**config.mk**
```make
export PLATFORM = sky130hd
export DESIGN_NAME = uri_dot_segment_remover
export DESIGN_NICKNAME = d
export VERILOG_FILES = /design/src/hw/rtl/uds_pkg.sv /design/src/hw/rtl/uri_dot_segment_remover.sv /design/src/hw/rtl/uds_ram.sv
export SDC_FILE = /design/constraint.sdc
export NUM_CORES = 1
export LEC_CHECK = 0
export ABC_AREA = 1
export BUFFER_PORTS_ARGS = -buffer_cell sky130_fd_sc_hd__buf_2
export CAP_MARGIN = 20
export CELL_PAD_IN_SITES_DETAIL_PLACEMENT = 0
export CELL_PAD_IN_SITES_GLOBAL_PLACEMENT = 2
export CORE_MARGIN = 2
export CORE_UTILIZATION = 30
export DETAILED_ROUTE_END_ITERATION = 16
export PLACE_DENSITY_LB_ADDON = 0.1
export SLEW_MARGIN = 5
export SYNTH_ARGS = -nofsm -noshare
export SYNTH_HDL_FRONTEND = slang
export SYNTH_SLANG_ARGS = --single-unit
export TNS_END_PERCENT = 30
```
**constraint.sdc**
```tcl
create_clock -name clk -period 4.85 [get_ports clk]
set_input_delay 0.485 -clock clk [delete_from_list [all_inputs] [get_ports clk]]
set_output_delay 0.485 -clock clk [all_outputs]
set_load 0.1 [all_outputs]
```
**src/hw/rtl/uds_pkg.sv**
```systemverilog
// Shared types and constants for the URI dot segment remover.
package uds_pkg;

	localparam int PATH_DEPTH_DEF = 64;

	localparam logic [7:0] CH_SLASH = 8'h2F;
	localparam logic [7:0] CH_DOT   = 8'h2E;

	localparam logic KIND_CHAR = 1'b0;
	localparam logic KIND_END  = 1'b1;

	typedef struct packed {
		logic       kind;
		logic [7:0] ch;
	} in_t;

	typedef struct packed {
		logic [7:0] ch_out;
		logic       is_last;
		logic       is_empty;
		logic       overflow;
	} out_t;

endpackage

```
**src/hw/rtl/uri_dot_segment_remover.sv**
```systemverilog
// Top level of the URI dot segment remover: path store, sequencer and result register.
//
//   channel | direction | handshake               | payload
//   item    | in        | item_valid / item_ready | item   (uds_pkg::in_t)
//   res     | out       | res_valid  / res_ready  | res    (uds_pkg::out_t)
//
// An ordinary character, and a slash or dot that removes nothing, is handled in the idle state.
// A slash or path end that removes segments walks back over the store, reading and then
// comparing each removed character (one read port, registered read), and then appends a slash.
// The end beat emits the path, reading and then loading each character, while res_ready is high;
// res_ready low holds the sequencer. item_ready is high only when the sequencer is idle.
// Reset clears the control state at once; the store needs no clearing pass.
module uri_dot_segment_remover #(
	parameter int PATH_DEPTH = uds_pkg::PATH_DEPTH_DEF
) (
	input  logic          clk,
	input  logic          arst_n,
	input  logic          item_valid,
	output logic          item_ready,
	input  uds_pkg::in_t  item,
	output logic          res_valid,
	input  logic          res_ready,
	output uds_pkg::out_t res
);
	import uds_pkg::*;

	localparam int AW = (PATH_DEPTH > 1) ? $clog2(PATH_DEPTH) : 1;
	localparam int PW = $clog2(PATH_DEPTH + 1);

	typedef enum logic [2:0] {
		ST_IDLE,
		ST_WALK_RD,
		ST_WALK_CMP,
		ST_FIN,
		ST_EMIT_START,
		ST_EMIT_RD,
		ST_EMIT_LD
	} state_t;

	state_t        state_q;
	logic [PW-1:0] pos_q;
	logic [1:0]    run_q;
	logic          after_slash_q;
	logic          dropped_q;
	logic [1:0]    cnt_q;
	logic          end_q;
	logic [AW-1:0] idx_q;
	logic          res_valid_q;
	out_t          res_q;

	logic          accept;
	logic          room;
	logic          run_walks;
	logic          out_free;
	logic          res_load;
	logic [PW-1:0] pos_m1;
	logic          is_last;
	logic          ram_we;
	logic [7:0]    ram_wdata;
	logic          ram_re;
	logic [AW-1:0] ram_raddr;
	logic [7:0]    ram_rdata;

	assign item_ready = (state_q == ST_IDLE);
	assign accept     = item_valid && item_ready;
	assign room       = (pos_q < PW'(PATH_DEPTH));
	assign run_walks  = (run_q == 2'd1) || (run_q == 2'd2);
	assign out_free   = !res_valid_q || res_ready;
	// A result beat is loaded for the empty marker or for each stored character.
	assign res_load   = out_free && ((state_q == ST_EMIT_START && pos_q == '0) ||
	                                 state_q == ST_EMIT_LD);
	assign pos_m1     = pos_q - PW'(1);
	assign is_last    = ((PW'(idx_q) + PW'(1)) == pos_q);
	assign res_valid  = res_valid_q;
	assign res        = res_q;

	always_comb begin
		ram_we    = 1'b0;
		ram_wdata = item.ch;
		ram_re    = 1'b0;
		ram_raddr = idx_q;
		case (state_q)
			ST_IDLE: begin
				// Every character beat stores its byte while there is room, except a slash that first walks back.
				if (accept && item.kind == KIND_CHAR && room &&
				    !(item.ch == CH_SLASH && run_walks)) begin
					ram_we = 1'b1;
				end
			end
			ST_WALK_RD: begin
				ram_re    = (pos_q != '0);
				ram_raddr = pos_m1[AW-1:0];
			end
			ST_FIN: begin
				ram_we    = room;
				ram_wdata = CH_SLASH;
			end
			ST_EMIT_RD: begin
				ram_re = 1'b1;
			end
			default: begin
			end
		endcase
	end

	uds_ram #(
		.WIDTH(8),
		.DEPTH(PATH_DEPTH)
	) u_store (
		.clk  (clk),
		.we   (ram_we),
		.waddr(pos_q[AW-1:0]),
		.wdata(ram_wdata),
		.re   (ram_re),
		.raddr(ram_raddr),
		.rdata(ram_rdata)
	);

	always_ff @(posedge clk or negedge arst_n) begin
		if (!arst_n) begin
			state_q       <= ST_IDLE;
			pos_q         <= '0;
			run_q         <= '0;
			after_slash_q <= 1'b1;
			dropped_q     <= 1'b0;
			cnt_q         <= '0;
			end_q         <= 1'b0;
			idx_q         <= '0;
			res_valid_q   <= 1'b0;
			res_q         <= '0;
		end else begin
			if (res_load) begin
				res_valid_q <= 1'b1;
			end else if (res_ready) begin
				res_valid_q <= 1'b0;
			end
			case (state_q)
				ST_IDLE: begin
					if (accept) begin
						if (item.kind == KIND_END) begin
							end_q <= 1'b1;
							if (after_slash_q && run_walks) begin
								cnt_q   <= run_q;
								state_q <= ST_WALK_RD;
							end else begin
								state_q <= ST_EMIT_START;
							end
						end else if (item.ch == CH_SLASH) begin
							run_q         <= '0;
							after_slash_q <= 1'b1;
							if (run_walks) begin
								cnt_q   <= run_q;
								end_q   <= 1'b0;
								state_q <= ST_WALK_RD;
							end else if (room) begin
								pos_q <= pos_q + PW'(1);
							end else begin
								dropped_q <= 1'b1;
							end
						end else begin
							if (room) begin
								pos_q <= pos_q + PW'(1);
							end else begin
								dropped_q <= 1'b1;
							end
							if (item.ch == CH_DOT) begin
								if (after_slash_q && run_q != 2'd3) begin
									run_q <= run_q + 2'd1;
								end
							end else begin
								run_q         <= '0;
								after_slash_q <= 1'b0;
							end
						end
					end
				end
				ST_WALK_RD: begin
					if (pos_q == '0) begin
						// Nothing left to remove; this segment step is finished.
						cnt_q   <= cnt_q - 2'd1;
						state_q <= (cnt_q == 2'd1) ? ST_FIN : ST_WALK_RD;
					end else begin
						state_q <= ST_WALK_CMP;
					end
				end
				ST_WALK_CMP: begin
					pos_q <= pos_m1;
					if (ram_rdata == CH_SLASH) begin
						cnt_q   <= cnt_q - 2'd1;
						state_q <= (cnt_q == 2'd1) ? ST_FIN : ST_WALK_RD;
					end else begin
						state_q <= ST_WALK_RD;
					end
				end
				ST_FIN: begin
					if (room) begin
						pos_q <= pos_q + PW'(1);
					end else begin
						dropped_q <= 1'b1;
					end
					state_q <= end_q ? ST_EMIT_START : ST_IDLE;
				end
				ST_EMIT_START: begin
					if (pos_q != '0) begin
						idx_q   <= '0;
						state_q <= ST_EMIT_RD;
					end else if (out_free) begin
						res_q.ch_out      <= '0;
						res_q.is_last     <= 1'b1;
						res_q.is_empty    <= 1'b1;
						res_q.overflow    <= dropped_q;
						run_q             <= '0;
						after_slash_q     <= 1'b1;
						dropped_q         <= 1'b0;
						state_q           <= ST_IDLE;
					end
				end
				ST_EMIT_RD: begin
					state_q <= ST_EMIT_LD;
				end
				ST_EMIT_LD: begin
					if (out_free) begin
						res_q.ch_out   <= ram_rdata;
						res_q.is_last  <= is_last;
						res_q.is_empty <= 1'b0;
						res_q.overflow <= dropped_q;
						if (is_last) begin
							pos_q         <= '0;
							run_q         <= '0;
							after_slash_q <= 1'b1;
							dropped_q     <= 1'b0;
							state_q       <= ST_IDLE;
						end else begin
							idx_q   <= idx_q + AW'(1);
							state_q <= ST_EMIT_RD;
						end
					end
				end
				default: begin
					state_q <= ST_IDLE;
				end
			endcase
		end
	end

	// The write position never runs past the store.
	a_pos_bound: assert property (@(posedge clk) disable iff (!arst_n)
		pos_q <= PW'(PATH_DEPTH))
		else $error("write position beyond store depth");

	// A store write only happens while there is room.
	a_write_room: assert property (@(posedge clk) disable iff (!arst_n)
		ram_we |-> room)
		else $error("store write with no room");

	// A walk always has at least one segment left to remove.
	a_walk_count: assert property (@(posedge clk) disable iff (!arst_n)
		(state_q == ST_WALK_RD || state_q == ST_WALK_CMP) |-> cnt_q != 2'd0)
		else $error("walk-back with zero segment count");

	// The empty marker is a single last beat with a zero character.
	a_empty_shape: assert property (@(posedge clk) disable iff (!arst_n)
		(res_valid_q && res_q.is_empty) |-> (res_q.is_last && res_q.ch_out == 8'h00))
		else $error("malformed empty marker");

	// Emission only starts after the end beat has been taken.
	a_emit_end: assert property (@(posedge clk) disable iff (!arst_n)
		(state_q == ST_EMIT_RD || state_q == ST_EMIT_LD) |-> end_q)
		else $error("emission without an end beat");

endmodule

```
**src/hw/rtl/uds_ram.sv**
```systemverilog
// Generic single write port, single read port RAM with registered read data.
module uds_ram #(
	parameter int WIDTH = 8,
	parameter int DEPTH = 64,
	localparam int AW = (DEPTH > 1) ? $clog2(DEPTH) : 1
) (
	input  logic             clk,
	input  logic             we,
	input  logic [AW-1:0]    waddr,
	input  logic [WIDTH-1:0] wdata,
	input  logic             re,
	input  logic [AW-1:0]    raddr,
	output logic [WIDTH-1:0] rdata
);

	logic [WIDTH-1:0] mem [DEPTH];

	always_ff @(posedge clk) begin
		if (we) begin
			mem[waddr] <= wdata;
		end
		if (re) begin
			rdata <= mem[raddr];
		end
	end

endmodule
```
# [After elaboration in Yosys (flattened, before gate mapping)]
# Memories as Yosys holds them, arrays and structs flattened. A register that Yosys moved wholly into a read port is not among the register bits.
# Cells that the tools add are included.
# W data, S select, Z words.
[totals] n_memories=1 output_inout_bits=13 ram_bits=512 input_bits=13 word_cells=166 regBits=35
[mem_list] memory="u_store.mem" words=64 word_bits=8 rd=1 rd_clocked_by_memory_dff=1 wr=1 line_no="uds_ram.sv:16" source="logic [WIDTH-1:0] mem [DEPTH];"
[op_classes] add_sub_neg=6 n_eq_ne=31 bitwise_logic=1 magnitude_cmp=1 reduce_logical=34 n_mux=79
[op_table] op="$mux W7" count=7
[op_table] op="$mux W2" count=19
[op_table] op="$mux W11" count=3
[op_table] op="$mux W3" count=10
[op_table] op="$pmux W7 S4" count=1
[op_table] op="$mux W1" count=25
[op_table] op="$eq A8 B6 Y1 const B" count=3
[op_table] op="$mux W6" count=4
[op_table] op="$reduce_and A8 Y1" count=3
[op_table] op="$pmux W11 S2" count=1
[op_table] op="$pmux W3 S7" count=1
[op_table] op="$ne A2 B2 Y1 const B" count=9
[op_table] op="$pmux W2 S3" count=2
[op_table] op="$pmux W6 S2" count=1
[op_table] op="$reduce_and A4 Y1" count=3
[op_table] op="$eq A3 B3 Y1 const B" count=3
[op_table] op="$logic_and A1 B1 Y1" count=9
[op_table] op="$mux W8" count=1
[op_table] op="$reduce_bool A2 Y1" count=4
[op_table] op="$reduce_bool A4 Y1" count=2
[op_table] op="$add A6 B1 Y7 const B" count=1
[op_table] op="$add A7 B1 Y7 const B" count=1
[op_table] op="$eq A7 B7 Y1" count=1
[op_table] op="$logic_not A7 Y1" count=1
[op_table] op="other kinds (26)" count=37

# [Depth between registers and ports, before layout]
[logic_depth] word_depth=9 ltp_mapped=15

# [Modules after synthesis]
# Synthesis repeated with hierarchy kept, for this count alone.
[hier_totals] cells_unflattened=2186 hier_area_um2=23836.6
[modules_own_cells] module="uds_ram" seq_area_each_um2=15615.0 cells_per_inst=1822 area_each_um2=21371.7 instances=1
[modules_own_cells] module="uri_dot_segment_remover" seq_area_each_um2=877.1 cells_per_inst=364 area_each_um2=2464.9 instances=1

# [Worst setup path before layout]
# OpenSTA, ideal clock, no wires.
[synth_path] path_type="register -> register" start="reg state_q[0]" end="mem u_store.mem[0][0] (enable)" arrival_ps=3461 setup_slack_ps=1019 t_required_ps=4480 setup_ps=370 stages_incl_launch_ff=11 path_buffers=1 period_less_slack_ps=3831 cell_sequence="dfrtp_1 -> buf_2 -> inv_1 -> nand2_1 -> nor2_1 -> inv_1 -> nor2_1 -> nand3_1 -> a21oi_4 -> nand3_1 -> nor2_1"
[synth_via] elab_chain_len=9 elab_cells_between_ends=10 classes_between="eq/ne: 1; mux: 4; reduce/logical: 5"
[synth_lines] element="start: declaration" line_no="uri_dot_segment_remover.sv:40" source="state_t state_q;"
[synth_lines] element="start signal: assignment" line_no="uri_dot_segment_remover.sv:181" source="state_q <= (cnt_q == 2'd1) ? ST_FIN : ST_WALK_RD;"
[synth_lines] element="start signal: assignment" line_no="uri_dot_segment_remover.sv:190" source="state_q <= (cnt_q == 2'd1) ? ST_FIN : ST_WALK_RD;"
[synth_lines] element="start signal: assignment" line_no="uri_dot_segment_remover.sv:201" source="state_q <= end_q ? ST_EMIT_START : ST_IDLE;"
[synth_lines] element="$logic_not A3 Y1 (*)" line_no="uri_dot_segment_remover.sv:64" source="assign item_ready = (state_q == ST_IDLE);"
[synth_lines] element="named net item_ready" line_no="uri_dot_segment_remover.sv:19" source="output logic item_ready,"
[synth_lines] element="$logic_and A1 B1 Y1" line_no="uri_dot_segment_remover.sv:65" source="assign accept = item_valid && item_ready;"
[synth_lines] element="$logic_and A1 B1 Y1 (3 in a row)" line_no="uri_dot_segment_remover.sv:85" source="if (accept && item.kind == KIND_CHAR && room &&"
[synth_lines] element="$mux W1" line_no="uri_dot_segment_remover.sv:85"
[synth_lines] element="$pmux W1 S2 (*)" line_no="uri_dot_segment_remover.sv:82" source="case (state_q)"
[synth_lines] element="$mux W1 (*)" line_no="uds_ram.sv:19" source="if (we) begin"
[synth_lines] element="$mux W1 (implied by the code) (*)" line_no="uds_ram.sv:20" source="mem[waddr] <= wdata;"
[synth_lines] element="end: declaration" line_no="uds_ram.sv:16"
# Mark *: on every way through the listed nets, which the timed path passes. The rest lies on a longest branch.

# [Worst setup path in the final report]
[layout_path] start="reg state_q[2]" end="reg u_store.rdata[5] (read register of u_store.mem), data pin"
[layout_via] elab_chain_len=2 elab_cells_between_ends=4 classes_between="eq/ne: 2; mux: 2"
[layout_lines] element="$eq A3 B3 Y1 / $eq A3 B1 Y1 (equally long branches)" line_no="uri_dot_segment_remover.sv:82"
[layout_lines] element="$pmux W1 S2 / $mux W6 (equally long branches)" line_no="uri_dot_segment_remover.sv:82"
[layout_lines] element="end: declaration" line_no="uds_ram.sv:13" source="output logic [WIDTH-1:0] rdata"
# Parallel ways exist; a longest one is shown, timed or not.
# A chain may end at the register's enable or synchronous reset.

==> metrics.md <==
| Metric | Value |
|---|---|
| Most frequent cells in the layout | nand2_1, edfxtp_1, nand3_1 |
| Netlist cell types | 40 |
| FF-to-FF path depth | 11 |
| Status | finished clean |
| Wire per inst | 22.74 um |
| P&R area growth vs syn | 14.82% |
| CP Data Required Time | 5.33 ns |
| Worst Setup Path Type | reg2reg |
| Core area | 83160 um^2 |
| Cell taking the most area after synthesis | edfxtp_1 |
| Fmax | 269.8 MHz |
| Routed wire length | 82620 um |
| Synth area leaders | edfxtp_1, nand3_1, nand2_1 |
| Share of layout cells above drive strength 1 | 7.834% |
| Avg Inst Size Synth | 10.10 um^2 |
| Root buf cell | clkbuf_16 |
| Power Density | 587.4 nW/um^2 |
| Overflow after GRT | 0 |
| Largest net degree at the start of global routing | 121 |
| Postcts setup bufs | 0 |
| Tmin final | 3.706 ns |
| Clock Skew | 0.02256 ns |
| GPL Wtd Cong | 0.7942 |
| Clock buffer depth | 3 |
| Crit-path max FO | 33 |
| Clock sink total | 555 |
| TritonCTS clock tree | yes |
| Synth Warn # | 0 |
| Port-buffer cells | 25 |
| Residual DRC | 0 |
| CP Capture Type | flop |
| Initial core utilization | 30.17% |
| Chip Width | 293.2 um |
| Area occupied by multi-input gates | 6544 um^2 |
| Clk Latency, worst-skew pair | 0.62 ns |
| Worst relative slew slack | 23.45% |
| IO Pins | 26 |
| Final hold vios | 0 |
| Drt first pass iters | 5 |
| H-Tree Depth | 3 |
| Antenna violations before repair | 5 |
| Max VDD drop | 0.3576 mV |
| Worst hold path stage count | 3 |
| TritonCTS Buffers | 69 |
| Type of origin of the critical path | flop |
| Max Slew Vio Count | 0 |
| Vias in the first global route | 16.97k |
| Hold_ws | 0.2112 ns |
| Unrepaired setup endpoints after global routing | false |
| Routed vias | 17.23k |
| Synth top area share | 62.24% |
| Post-DRT Antenna Nets | 0 |
| FP Rows | 106 |
| Clk slew on worst S/H paths | 0.06 ns |
| Final HPWL from detailed placement | 50630 um |
| Register area share after synthesis | 65.74% |
| Die Area | 85950 um^2 |
| Overall routing resource usage | 19.22% |
| Mapped Nets | 2502 |
| Worst-Margin Slew | 1.148 ns |
| FF+latch count, synth | 555 |
| Leakage dissipation | 11.63 nW |
| Setup TNS | 0 ns |
| Max-cap viol count | 0 |
| Ant diodes | 0 |
| Die outline height | 293.2 um |
| Syn Std Cell Area | 25090 um^2 |
| Register area | 16490 um^2 |
| First-pass GRT wire length | 119400 um |
| Fill count | 8424 |
| Worst min-delay path category | in2reg |
| # setup viols final | 0 |
| CP arrival | 4.19 ns |
| Final Net Count | 2517 |
| Most common cell after layout, fill and taps aside | nand2_1 |
| Crit share post-route | 76.42% |
| Via density per instance | 4.742 |
| Initial drt markers | 1154 |
| Cell count after synthesis | 2484 |
==> cells in the mapped netlist <==
master       n
inv_1      401
nor2_2       2
nand3b_1    73
mux2_2       1
o211ai_1     1
a22o_1       4
nand4_1      4
inv_2        6
buf_1        7
o21ai_2      2
o21ai_1      4
ha_1         5
o21ai_0     28
dfstp_2      1
xor2_1       8
clkbuf_1    29
o21bai_1     1
clkinv_1     1
edfxtp_1   520
nor3b_1      2
nor2_1     117
nand3_1    482
or2_0        4
a22oi_1      1
nand2_2      3
buf_6        2
or2_2        7
nand2_1    621
buf_2       62
nor3_1       1
a31oi_1      1
dfrtp_1     34
nor3_2       1
nand3_2      1
a21oi_1     19
nor4_1       3
a21oi_4      1
xnor2_1      2
buf_4       21
o2111ai_1    1
==> layout make-up <==
type | count | share of cell area (%)
repair buffers | 65 | 1.772
flip-flops and latches | 555 | 57.25
inverters | 408 | 5.317
clock buffers | 90 | 6.707
multi-input cells | 1400 | 22.72
well taps | 1080 | 4.691
clock inverters | 35 | 1.542
==> cell families after synthesis <==
family / count (synthesis) / synth area share, %
and+or+nand+nor: 1321 / 23.58
DFF: 555 / 65.74
buffers and inverters: 529 / 8.598
AOI/OAI and AO/OA: 63 / 1.441
xor gates and xnor gates: 10 / 0.3492
adders and majority gates: 5 / 0.2494
muxes: 1 / 0.04488
==> routing by layer <==
layer / up-vias / global-route usage [%] / share of wire (%)
met5: - / 0 / 0
met4: 0 / 4.978 / 2.4
met3: 98 / 3.048 / 3.9
met2: 343 / 32.11 / 48
met1: 8552 / 26.04 / 45
li1: 8235 / - / -
==> worst paths after layout <==
| path | start | endpoint | slack (ns) |
|---|---|---|---|
| max | state_q[2]$_DFFE_PN0P_ | u_store.rdata[5]$_DFFE_PP_ | 1.14 |
| min | item[8] | end_q$_DFFE_PN0P_ | 0.21 |
| max reg2reg | state_q[2]$_DFFE_PN0P_ | u_store.rdata[5]$_DFFE_PP_ | 1.14 |
| min reg2reg | res[0]$_DFFE_PN0P_ | res[0]$_DFFE_PN0P_ | 0.49 |
| max in group asynchronous | arst_n | pos_q[4]$_DFFE_PN0P_ | 3.74 |
| min in group asynchronous | arst_n | state_q[1]$_DFFE_PN0P_ | 0.54 |
==> critical path, stage by stage, from the launching register on <==
cell	delay [ns]
dfrtp_1	0.47
inv_2	0.11
nand3_2	0.33
inv_2	0.17
o21ai_4	0.88
inv_2	0.57
buf_4	0.41
nand3_1	0.13
nand3_1	0.08
nand3_1	0.19
nand3_1	0.11
nand2_1	0.08
==> what timing repair did <==
| item | 4_1_cts | 5_1_grt |
|---|---|---|
| resized for setup | 0 | 0 |
| hold buffers | 1 | 0 |
| endpoints found under the hold margin | 1 | 0 |
==> per-stage QoR <==
step | total power [mW] | std cells | cell area, um^2 | util, % | worst slack (ns)
4_1_cts | 17.17 | 3633 | 28810 | 34.64 | 1.182
2_1_floorplan | 9.484 | 2484 | 25090 | - | 1.019
5_1_grt | 17.79 | 3633 | 28810 | 34.64 | 0.8851
3_5_place_dp | 11.70 | 3507 | 26420 | 31.77 | 1.174
3_3_place_gp | 11.77 | 3506 | 26400 | 31.75 | 1.265
6_report | 16.92 | 3633 | 28810 | 34.64 | 1.144
==> flip-flops by register name (all words and copies together), names as in the netlist <==
register	cells
cnt_q	2
res_valid	1
dropped_q	1
idx_q	6
pos_q	7
end_q	1
u_store.mem	512
after_slash_q	1
res	11
state_q	3
u_store.rdata	8
run_q	2
==> power breakdown <==
group	leakage, nW	switching (mW)	internal (mW)
clock	1.16	2.06	3.34
sequential	5.11	0.212	5.56
combinational	5.36	4.33	1.41
Power figures use the tool's default switching activity.
